[config.mk]
export PLATFORM = sky130hd
export DESIGN_NAME = sbcq_ctrl
export DESIGN_NICKNAME = d
export VERILOG_FILES = /design/src/design/assert_macros.svh /design/src/design/sbcq_pkg.sv /design/src/design/sbcq_ctrl.sv
export SDC_FILE = /design/constraint.sdc
export NUM_CORES = 1
export LEC_CHECK = 0
export ABC_AREA = 1
export BUFFER_PORTS_ARGS = -buffer_cell sky130_fd_sc_hd__buf_2
export CAP_MARGIN = 25
export CORE_AREA = 2 2 39 41
export CTS_BUF_LIST = sky130_fd_sc_hd__clkbuf_16
export DETAILED_ROUTE_END_ITERATION = 16
export DIE_AREA = 0 0 41 43
export PLACE_DENSITY = 0.58
export SLEW_MARGIN = 10
export SYNTH_ARGS = -nofsm -noshare
export SYNTH_HDL_FRONTEND = slang
export SYNTH_SLANG_ARGS = --single-unit
[constraint.sdc]
create_clock -name clk_i -period 2.4 [get_ports clk_i]
set_clock_uncertainty 0.1 [all_clocks]
set_input_delay 0.24 -clock clk_i [delete_from_list [all_inputs] [get_ports clk_i]]
set_output_delay 0.24 -clock clk_i [all_outputs]
set_load 0.03 [all_outputs]
[src/design/assert_macros.svh]
// ---------------------------------------------------------------------------
// Assertion macros shared by the segmented callback queue.
// Both expect clk_i and rst_ni to be visible at the place of use.
// ---------------------------------------------------------------------------
`ifndef ASSERT_MACROS_SVH
`define ASSERT_MACROS_SVH

// A property that must hold at every clock edge outside reset.
`define SBCQ_ASSERT(lbl, prop, msg) \
  lbl: assert property (@(posedge clk_i) disable iff (!rst_ni) prop) \
    else $error(msg);

// A condition that must never be seen outside reset.
`define SBCQ_ASSERT_NEVER(lbl, cond, msg) \
  lbl: assert property (@(posedge clk_i) disable iff (!rst_ni) !(cond)) \
    else $error(msg);

`endif

[src/design/sbcq_pkg.sv]
`timescale 1ns / 1ps
// ---------------------------------------------------------------------------
// sbcq_pkg
// Types, codes and constants of the segmented batch callback queue.
// ---------------------------------------------------------------------------
package sbcq_pkg;

  // Default geometry of the queue.
  localparam int NUM_SEGMENTS_DEF = 4;
  localparam int SEG_SLOTS_DEF    = 64;
  localparam int MAX_BATCH_DEF    = 16;

  // Field widths.
  localparam int HANDLE_W = 32;
  localparam int STAMP_W  = 32;
  localparam int CFG_W    = 5;

  // Reset value of the batch limit register.
  localparam logic [CFG_W-1:0] BATCH_LIMIT_RESET = 5'd16;

  // A tick never yields more than this many items.
  localparam int RESULT_LIMIT = 64;
  localparam int RES_CNT_W    = $clog2(RESULT_LIMIT + 1);

  // Input action codes.
  localparam logic ACT_ENQUEUE = 1'b0;
  localparam logic ACT_TICK    = 1'b1;

  // Result kind codes.
  localparam logic KIND_ACK      = 1'b0;
  localparam logic KIND_DISPATCH = 1'b1;

  // Life cycle of a segment.
  typedef enum logic [1:0] {
    SEG_FREE   = 2'd0,
    SEG_OPEN   = 2'd1,
    SEG_SEALED = 2'd2
  } seg_status_e;

  // Commands from the controller to the datapath.
  typedef struct packed {
    logic accept;    // take the input item
    logic seal;      // seal the current segment if it is at capacity
    logic enq;       // store the handle and load the acknowledgment
    logic sel_scan;  // segment tables looked up at the scan index
    logic issue;     // read the oldest handle of the scanned segment
    logic capt;      // move the read handle into the pending slot
    logic next_seg;  // close the scanned segment and move on
    logic finish;    // bump the grace counter and flush the pending slot
  } cmd_t;

  // Status from the datapath to the controller.
  typedef struct packed {
    logic out_free;      // output register can be loaded this cycle
    logic pend_valid;    // a dispatched handle waits in the pending slot
    logic can_dispatch;  // scanned segment may give one more handle
    logic scan_last;     // scan index is at the last segment
  } stat_t;

endpackage

[src/design/sbcq_ctrl.sv]
`timescale 1ns / 1ps
// ---------------------------------------------------------------------------
// sbcq_ctrl
// Sequencer of the callback queue: takes items, runs an enqueue or walks the
// segments of a tick, and paces both against the output register.
// ---------------------------------------------------------------------------
module sbcq_ctrl (
  input  logic            clk_i,
  input  logic            rst_ni,
  input  logic            in_valid_i,
  input  logic            in_action_i,
  output logic            in_ready_o,
  input  sbcq_pkg::stat_t stat_i,
  output sbcq_pkg::cmd_t  cmd_o
);

  localparam logic [2:0] S_IDLE = 3'd0;
  localparam logic [2:0] S_ENQ  = 3'd1;
  localparam logic [2:0] S_SCAN = 3'd2;
  localparam logic [2:0] S_CAPT = 3'd3;
  localparam logic [2:0] S_FIN  = 3'd4;

  logic [2:0] state_q;
  logic [2:0] state_d;

  always_ff @(posedge clk_i or negedge rst_ni) begin
    if (!rst_ni) begin
      state_q <= S_IDLE;
    end else begin
      state_q <= state_d;
    end
  end

  // Next state and commands.
  always_comb begin
    state_d    = state_q;
    cmd_o      = '0;
    in_ready_o = 1'b0;
    unique case (state_q)
      S_IDLE: begin
        in_ready_o = 1'b1;
        if (in_valid_i) begin
          cmd_o.accept = 1'b1;
          if (in_action_i == sbcq_pkg::ACT_TICK) begin
            state_d = S_SCAN;
          end else begin
            // Lazy seal of the current segment happens as the item comes in.
            cmd_o.seal = 1'b1;
            state_d    = S_ENQ;
          end
        end
      end
      S_ENQ: begin
        if (stat_i.out_free) begin
          cmd_o.enq = 1'b1;
          state_d   = S_IDLE;
        end
      end
      S_SCAN: begin
        cmd_o.sel_scan = 1'b1;
        if (stat_i.can_dispatch) begin
          cmd_o.issue = 1'b1;
          state_d     = S_CAPT;
        end else begin
          cmd_o.next_seg = 1'b1;
          if (stat_i.scan_last) begin
            state_d = S_FIN;
          end
        end
      end
      S_CAPT: begin
        cmd_o.sel_scan = 1'b1;
        if (!stat_i.pend_valid || stat_i.out_free) begin
          cmd_o.capt = 1'b1;
          state_d    = S_SCAN;
        end
      end
      S_FIN: begin
        cmd_o.sel_scan = 1'b1;
        if (!stat_i.pend_valid || stat_i.out_free) begin
          cmd_o.finish = 1'b1;
          state_d      = S_IDLE;
        end
      end
      default: begin
        state_d = S_IDLE;
      end
    endcase
  end

endmodule

==> impl_metrics.json, run 1 <==
{
  "vias_per_cell": 4.33,
  "antenna_found_initial": 0,
  "fill_cells": 161,
  "area_growth_pct": 48.6,
  "ir_drop_mv": 0.384,
  "synthDistinctLibCells": 17,
  "rsz0062_at_grt": "no",
  "hp-class": "in2async",
  "crit_fanout": 7,
  "max_cap_violations": 0,
  "drtIter0Drc": 9,
  "num_rows": 14,
  "fin_crit_ps": 1680,
  "post-route-period-util": 0.701,
  "cts_root_buffer": "clkbuf_16",
  "path_clk_slew_ps": 30,
  "wl_um": 815,
  "slew_viol_final": 0,
  "antenna_left": 0,
  "cts_tree": "built",
  "setup_viol": 0,
  "ys_warn_count": 0,
  "finalHoldViolCount": 0,
  "cp-end-kind": "output port",
  "postCtsHoldBufs": 1,
  "yosysTopAreaCell": "dfrtp_1",
  "cts_resized": 0,
  "critPathRequiredTime_ps": 2060,
  "chipHeight_um": 43,
  "cts_buffer_depth": 2,
  "status": "completed",
  "netlist_area_sq_um": 350,
  "initial_core_util": 0.253,
  "synth_top_area_share": 0.214,
  "ys_seq_elements": 3,
  "track_usage": 0.116,
  "portBuffers": 16,
  "cts.sinks": 3,
  "drive_gt1_frac": 0.413,
  "synth_fp_nets": 64,
  "synth.avg_cell_area_sq_um": 6.26,
  "gp_congestion": 0.793,
  "power_density_nw_per_um2": 1460,
  "grt_pass1_wl_um": 1420,
  "grt_overflow_total": 0,
  "fin_nets": 84,
  "critPathArrivalTime_ps": 1340,
  "mostFrequentLayoutCells": "nand2_1 (16), buf_2 (16), inv_1 (7), nor2_1 (7), inv_2 (5)",
  "hpwlAfterDp_um": 639,
  "fin_tns_setup_ps": 0,
  "tightest_slew_ps": 315,
  "dr.pass1.iters": 4,
  "ios": 17,
  "crit_type": "reg2out",
  "die-area_sq_um": 1760,
  "cts_setup_buffers": 0,
  "start_kind": "flip-flop",
  "drcViolationCount": 0,
  "largest_reg_flops": 3,
  "die_w_um": 41,
  "numCtsBuffers": 3,
  "routedWlPerCell_um": 8.96,
  "diodes": 0,
  "synth.yosys.seq_area_share": 0.214,
  "insertion_delay_ps": 220,
  "cts_max_level": 1,
  "postSynthCellCount": 56,
  "grt_max_degree": 9,
  "max_freq_ghz": 0.594,
  "leakage_uw": 0.000310,
  "worst_hold_slack_ps": 263,
  "reg_top3": "state_q (3)",
  "grt_pass1_vias": 329,
  "synth_area_leaders": "dfrtp_1 (21%), nand2_1 (17%), nand3_2 (8.6%), nor2_1 (7.5%), inv_1 (6.4%)",
  "core_sq_um": 1380,
  "regMostFlops": "state_q",
  "via_count": 394,
  "max_slew_margin": 0.790
}
through the flow:
stage               worst slack (ps)  total power, uW  area [sq um]  utilization  instances
detailed placement               952              505           432        0.312         86
global route                     609              818           520        0.376         91
global placement                 969              501           432        0.312         86
finish                           716              759           520        0.376         91
floorplan                        573              429           350            -         56
CTS                              721              765           520        0.376         91
final cells by class:
type / instances / area [sq um] / share of cell area
Inverter: 11 / 41.3 / 0.0793
Timing Repair Buffer: 17 / 90.1 / 0.173
Clock inverter: 1 / 3.75 / 0.00721
Multi-Input combinational cell: 40 / 215 / 0.413
Tap cell: 16 / 20.0 / 0.0385
Sequential cell: 3 / 75.1 / 0.144
Clock buffer: 3 / 75.1 / 0.144
cells in the mapped netlist, drive strengths merged:
cell type	number
nand4	4
inv	11
o21ai	1
nor2	10
nand2	16
dfrtp	3
nor3	1
buf	2
nor4	1
nand3b	1
nand3	6
report_power, final:
part	leakage, uW	internal (uW)	switching [uW]
Clock	0.0000423	214	40.9
Sequential	0.0000389	71.3	45.1
Combinational	0.000229	119	268
Total	0.000310	405	354
cells by family (layout without fill, tap and decap cells):
family	Yosys count	count (layout)	share of synthesized area
flops	3	3	0.214
simple gates	39	39	0.600
compound gates	1	1	0.0143
buf+inv	13	32	0.171
path summary, 6_finish.rpt:
check	start	end	slack, ps	cells after the start
max in group asynchronous	rst_ni	state_q[2]	1830	2
worst max-delay path	state_q[1]	cmd_o[6]	720	4
min in group clk_i	stat_i[3]	state_q[2]	280	4
worst max register to register	state_q[1]	state_q[1]	1140	5
worst min-delay path	rst_ni	state_q[0]	260	2
worst min register to register	state_q[1]	state_q[1]	530	2
routing by layer:
layer / up-vias / track usage / part of all wire
met5: - / 0 / 0
met1: 173 / 0.168 / 0.48
met4: 0 / 0.0400 / 0
met2: 9 / 0.159 / 0.47
met3: 0 / 0.0314 / 0.044
li1: 212 / - / -
worst max-delay path, stage by stage, from the launching register on:
cell	delay, ps
dfrtp_1	450
nor2_2	260
nand3b_1	130
nor2_1	90
buf_2	200
No activity file was read; power rests on OpenSTA's default activity.
==> run 2, diff against run 1 <==
--- a/config.mk
+++ b/config.mk
@@ -5,14 +5,14 @@
 export SDC_FILE = /design/constraint.sdc
 export NUM_CORES = 1
 export LEC_CHECK = 0
-export ABC_AREA = 1
+export ABC_AREA = 0
 export BUFFER_PORTS_ARGS = -buffer_cell sky130_fd_sc_hd__buf_2
 export CAP_MARGIN = 25
 export CORE_AREA = 2 2 39 41
 export CTS_BUF_LIST = sky130_fd_sc_hd__clkbuf_16
 export DETAILED_ROUTE_END_ITERATION = 16
 export DIE_AREA = 0 0 41 43
-export PLACE_DENSITY = 0.58
+export PLACE_DENSITY = 0.53
 export SLEW_MARGIN = 10
 export SYNTH_ARGS = -nofsm -noshare
 export SYNTH_HDL_FRONTEND = slang
==> constraint.sdc (replaced) <==
create_clock -name clk_i -period 1.44 [get_ports clk_i]
set_clock_uncertainty 0.1 [all_clocks]
set_input_delay 0.144 -clock clk_i [delete_from_list [all_inputs] [get_ports clk_i]]
set_output_delay 0.144 -clock clk_i [all_outputs]
set_load 0.03 [all_outputs]
==> run 2 against run 1 <==
Effect of this change:
- the flow now finishes with violations (setup timing)
- register-to-register slack got worse by 980 ps
- synthesized cell count down 43%
- core utilization rose by 5.2 points
- critical path type unchanged
- critical endpoint unchanged
- highest routed layer is now met4
==> impl_metrics.json, run 2 <==
{
  "final.setup.worst_slack_ps": -85.0,
  "crit_type": "reg2out",
  "area_growth_pct": 118,
  "routedWlPerCell_um": 12.9,
  "switching_share": 0.397,
  "start_kind": "flip-flop",
  "grt_pass1_vias": 336,
  "antenna_found_initial": 0,
  "synthDistinctLibCells": 25,
  "synth_edf_count": 0,
  "intPower_uw": 902,
  "leakage_uw": 0.000271,
  "ys_warn_count": 0,
  "die-area_sq_um": 1760,
  "slew_viol_final": 0,
  "fill_cells": 135,
  "path_clk_slew_ps": 30,
  "finalHoldViolCount": 0,
  "track_usage": 0.130,
  "largest_reg_flops": 3,
  "dr.pass1.iters": 4,
  "async_flop_share": 1.00,
  "cts.sinks": 3,
  "hold_depth": 2,
  "synth_area_leaders": "dfrtp_1 (28%), a221oi_2 (5.5%), nor3b_1 (5.5%), buf_6 (4.1%), a21oi_1 (3.7%)",
  "max_slew_margin": 0.831,
  "critPathArrivalTime_ps": 1280,
  "cts_buffer_depth": 2,
  "hp-class": "in2reg",
  "cts_tree": "built",
  "portBuffers": 16,
  "switchingPower_uw": 593,
  "netlist_area_sq_um": 272,
  "dpl_cell_area_sq_um": 402,
  "via_count": 362,
  "p_comb_frac": 0.562,
  "rsz0062_at_grt": "yes",
  "chipHeight_um": 43,
  "reg2reg_from": "state_q[0]",
  "cp-end-kind": "output port",
  "insertion_delay_ps": 230,
  "power.total_uw": 1500,
  "antenna_left": 0,
  "wl_um": 957,
  "synth_top_area_share": 0.276,
  "status": "complete, but fails checks",
  "num_rows": 14,
  "grt_pass1_wl_um": 1390,
  "drtIter0Drc": 8,
  "critPathRequiredTime_ps": 1200,
  "diodes": 0,
  "design_area_sq_um": 593,
  "r2r-end": "state_q[1]",
  "postSynthCellCount": 32,
  "synth.avg_cell_area_sq_um": 8.48,
  "synth_fp_nets": 40,
  "synth.yosys.seq_area_share": 0.276,
  "clkPwrFrac": 0.298,
  "max_cap_violations": 0,
  "multi_input_area_sq_um": 223,
  "drive_gt1_frac": 0.741,
  "tightest_slew_ps": 250,
  "worstRegToRegCells": 4,
  "post-synth-top-count-cell": "dfrtp_1",
  "drcViolationCount": 0,
  "power_density_nw_per_um2": 2520,
  "cts_max_level": 1,
  "crit_fanout": 5,
  "mostFrequentLayoutCells": "buf_4 (12), buf_2 (8), buf_6 (4)",
  "gp_congestion": 0.822,
  "die_w_um": 41,
  "final_common_cell": "buf_4",
  "hold_path_end": "state_q[1]",
  "seqPwrFrac": 0.140,
  "initial_core_util": 0.196,
  "ir_drop_mv": 0.957,
  "cts_root_buffer": "clkbuf_16",
  "regMostFlops": "state_q",
  "setup_viol": 5,
  "hpwlAfterDp_um": 615,
  "ys_seq_elements": 3,
  "critical_path.startpoint": "state_q[0]",
  "grt_max_degree": 7,
  "max_freq_ghz": 0.656,
  "utilization": 0.429,
  "ios": 17,
  "synth_flop_cell": "dfrtp_1",
  "r2r_slack_ps": 160,
  "reg_top3": "state_q (3)",
  "seqCellArea_sq_um": 78.8,
  "grt_overflow_total": 0,
  "yosysTopAreaCell": "dfrtp_1",
  "numCtsBuffers": 3,
  "post-route-period-util": 1.06,
  "fin_nets": 67,
  "fin_crit_ps": 1530,
  "dp.cells": 64,
  "core_sq_um": 1380,
  "hold_start": "stat_i[0]",
  "vias_per_cell": 4.89,
  "violations": "setup timing",
  "final_cell_count_no_fill": 74
}
run 2: cell types whose count changed after synthesis, moves of 2 or more:
cell | previous run | this run
inv_2 | 5 | 0
nand2_1 | 16 | 2
nor2_1 | 7 | 2
nor2_4 | 2 | 0
inv_1 | 6 | 2
nand3_2 | 3 | 0
nor3b_1 | 0 | 2
a21oi_1 | 0 | 2
nand3_1 | 3 | 0
nand4_1 | 3 | 0
run 2: final cells by class:
| class | count | area share |
|---|---|---|
| tap | 16 | 0.0338 |
| clock inverter | 1 | 0.00633 |
| sequential | 3 | 0.133 |
| multi-input combinational | 24 | 0.376 |
| inverter | 2 | 0.0127 |
| timing repair buffer | 25 | 0.312 |
| clock buffer | 3 | 0.127 |
run 2: power by group through the flow:
stage | sequential, uW | combinational (uW) | clock [uW]
6_report | 209 | 841 | 445
5_1_grt | 215 | 902 | 451
4_1_cts | 201 | 744 | 448
3_5_place_dp | 217 | 588 | 0
3_3_place_gp | 211 | 588 | 0
2_1_floorplan | 139 | 535 | 0
run 2: logic make-up (layout without fill, tap and decap cells):
group	Yosys count	count (layout)	synth area share
AOI/OAI and AO/OA	9	9	0.263
buffers and inverters	5	31	0.115
DFF	3	3	0.276
and+or+nand+nor	15	15	0.346
run 2: worst max path at each step:
stage                    end  slack [ps]  cells after the start
floorplan           cmd_o[6]        -230                      4
global placement    cmd_o[5]          60                      3
detailed placement  cmd_o[2]          30                      3
CTS                 cmd_o[6]         -90                      4
global route        cmd_o[6]        -130                      4
finish              cmd_o[6]         -90                      4
run 2: metrics by stage:
step / worst slack [ps] / hold slack [ps] / setup TNS, ps
finish: -85.0 / 65.4 / -168
global placement: 63.2 / -155 / 0
floorplan: -229 / -252 / -268
detailed placement: 25.6 / -155 / 0
CTS: -86.2 / 46.9 / -211
global route: -132 / 61.7 / -443
run 2: what timing repair did:
| action | 4_1_cts | 5_1_grt |
|---|---|---|
| resized for setup | 13 | 9 |
| hold buffers | 1 | 0 |
| setup buffers | 3 | 3 |
| pin swaps | 3 | 5 |
| endpoints found under the hold margin | 3 | 0 |
| endpoints found under the setup margin | 8 | 9 |
run 2: layer usage:
metal / up-vias / global-route usage / share of wire
li1: 169 / - / -
met3: 4 / 0.0314 / 0.072
met1: 167 / 0.133 / 0.40
met5: - / 0 / 0
met2: 22 / 0.181 / 0.46
met4: 0 / 0.160 / 0.060
run 2: worst max-delay path, stage by stage (launching register included):
cell and delay [ps]:
dfrtp_2 440, nor3_4 200, and2_4 160, nor2b_4 130
buf_6 130
==> run 3, diff against run 2 <==
--- a/config.mk
+++ b/config.mk
@@ -13,6 +13,7 @@
 export DETAILED_ROUTE_END_ITERATION = 16
 export DIE_AREA = 0 0 41 43
 export PLACE_DENSITY = 0.53
+export REMOVE_ABC_BUFFERS = 1
 export SLEW_MARGIN = 10
 export SYNTH_ARGS = -nofsm -noshare
 export SYNTH_HDL_FRONTEND = slang
==> run 3 against run 2 <==
Effect of this change:
- the run still ends with setup timing left
- wire length up 4.2%
- worst hold slack worse by 4.0 ps
- sequential cell count unchanged
- clock power down 2%
- final cell count up 2.7%
- die area unchanged
- largest cell class unchanged
==> impl_metrics.json, run 3 (synthesized netlist as in run 2, its figures left out) <==
{
  "fin_crit_ps": 1530,
  "crit_type": "reg2out",
  "die_w_um": 41,
  "final.setup.worst_slack_ps": -89.8,
  "final_common_cell": "buf_4",
  "portBuffers": 16,
  "routedWlPerCell_um": 13.1,
  "mostFrequentLayoutCells": "buf_4 (11), buf_2 (9), buf_6 (6)",
  "max_slew_margin": 0.838,
  "grt_max_degree": 9,
  "cts_tree": "built",
  "fill_cells": 130,
  "hold_start": "stat_i[0]",
  "core_sq_um": 1380,
  "initial_core_util": 0.196,
  "vias_per_cell": 4.91,
  "critical_path.startpoint": "state_q[0]",
  "ir_drop_mv": 0.854,
  "reg2reg_from": "state_q[1]",
  "worst_hold_slack_ps": 61.5,
  "tightest_slew_ps": 241,
  "cp_cell_sequence": "buf_4 > inv_1 > nor4_2 > buf_4",
  "cp_top_family": "buffers and inverters",
  "max_cap_violations": 0,
  "path_clk_slew_ps": 30,
  "fin_tns_setup_ps": -272,
  "drcViolationCount": 0,
  "critPathArrivalTime_ps": 1290,
  "rsz0062_at_grt": "yes",
  "max_freq_ghz": 0.654,
  "grt_pass1_vias": 358,
  "num_rows": 14,
  "start_kind": "flip-flop",
  "hold_depth": 2,
  "hp-class": "in2reg",
  "violations": "setup timing",
  "antenna_found_initial": 0,
  "gp_congestion": 0.707,
  "worstRegToRegCells": 6,
  "cts_max_level": 1,
  "status": "complete, but fails checks",
  "dr.pass1.iters": 2,
  "reg_top3": "state_q (3)",
  "drive_gt1_frac": 0.783,
  "setup_viol": 5,
  "grt_overflow_total": 0,
  "fin_nets": 69,
  "finalHoldViolCount": 0,
  "track_usage": 0.122,
  "hpwlAfterDp_um": 594,
  "numCtsBuffers": 3,
  "crit_buf_inv": 3,
  "die-area_sq_um": 1760,
  "ios": 17,
  "leakage_uw": 0.000285,
  "crit_top_cell": "buf_4",
  "cts.sinks": 3,
  "critPathRequiredTime_ps": 1200,
  "drtIter0Drc": 2,
  "insertion_delay_ps": 220,
  "grt_pass1_wl_um": 1390,
  "diodes": 0,
  "cts_root_buffer": "clkbuf_16",
  "antenna_left": 0,
  "largest_reg_flops": 3,
  "cts_buffer_depth": 2,
  "post-route-period-util": 1.06,
  "cpMaxStageDelayCell": "dfrtp_2",
  "via_count": 373,
  "power_density_nw_per_um2": 2460,
  "chipHeight_um": 43,
  "area_growth_pct": 128,
  "wl_um": 997,
  "crit_fanout": 5,
  "path_depth": 4,
  "regMostFlops": "state_q",
  "utilization": 0.448,
  "slew_viol_final": 0,
  "slowest_delay_ps": 400,
  "cp-end-kind": "output port"
}
run 3: what timing repair did:
| action | 4_1_cts | 5_1_grt |
|---|---|---|
| endpoints found under the setup margin | 7 | 9 |
| buffers inserted | 5 | 2 |
| resized for setup | 14 | 17 |
| pin swaps | 3 | 8 |
| hold buffers | 1 | 0 |
| hold endpoints to repair | 3 | 0 |
run 3: layout make-up:
cell class                      count  area, sq um  share of cell area
Tap cell                           16         20.0              0.0323
Timing Repair Buffer               27          205               0.331
Clock buffer                        3         75.1               0.121
Sequential cell                     3         78.8               0.127
Clock inverter                      1         3.75             0.00606
Multi-Input combinational cell     24          229               0.370
Inverter                            2         7.51              0.0121
run 3: report_power, final:
group	switching, uW	internal (uW)	total, uW	leakage, uW
Clock	79.1	358	437	0.0000423
Combinational	466	430	897	0.000208
Sequential	62.7	126	189	0.0000339
run 3: path summary, 6_finish.rpt:
path	to	slack (ps)
setup reg to reg	state_q[2]	30
hold reg to reg	state_q[2]	410
max in group asynchronous	state_q[0]	980
hold / removal	state_q[1]	60
setup / recovery	cmd_o[5]	-90
min in group asynchronous	state_q[1]	140
run 3: metal layers:
layer / share of wire / global-route usage / vias up
met2: 0.52 / 0.181 / 9
met3: 0.037 / 0.0471 / 2
li1: - / - / 174
met4: 0.021 / 0.100 / 0
met1: 0.43 / 0.126 / 188
met5: 0 / 0 / -
run 3: through the flow:
step | setup WS [ps] | instances | cell area, sq um | total power [uW]
detailed placement | 56.5 | 64 | 370 | 750
floorplan | -672 | 29 | 248 | 564
CTS | -112 | 74 | 537 | 1340
global placement | 92.9 | 64 | 370 | 749
finish | -89.8 | 76 | 619 | 1520
global route | -175 | 76 | 619 | 1600
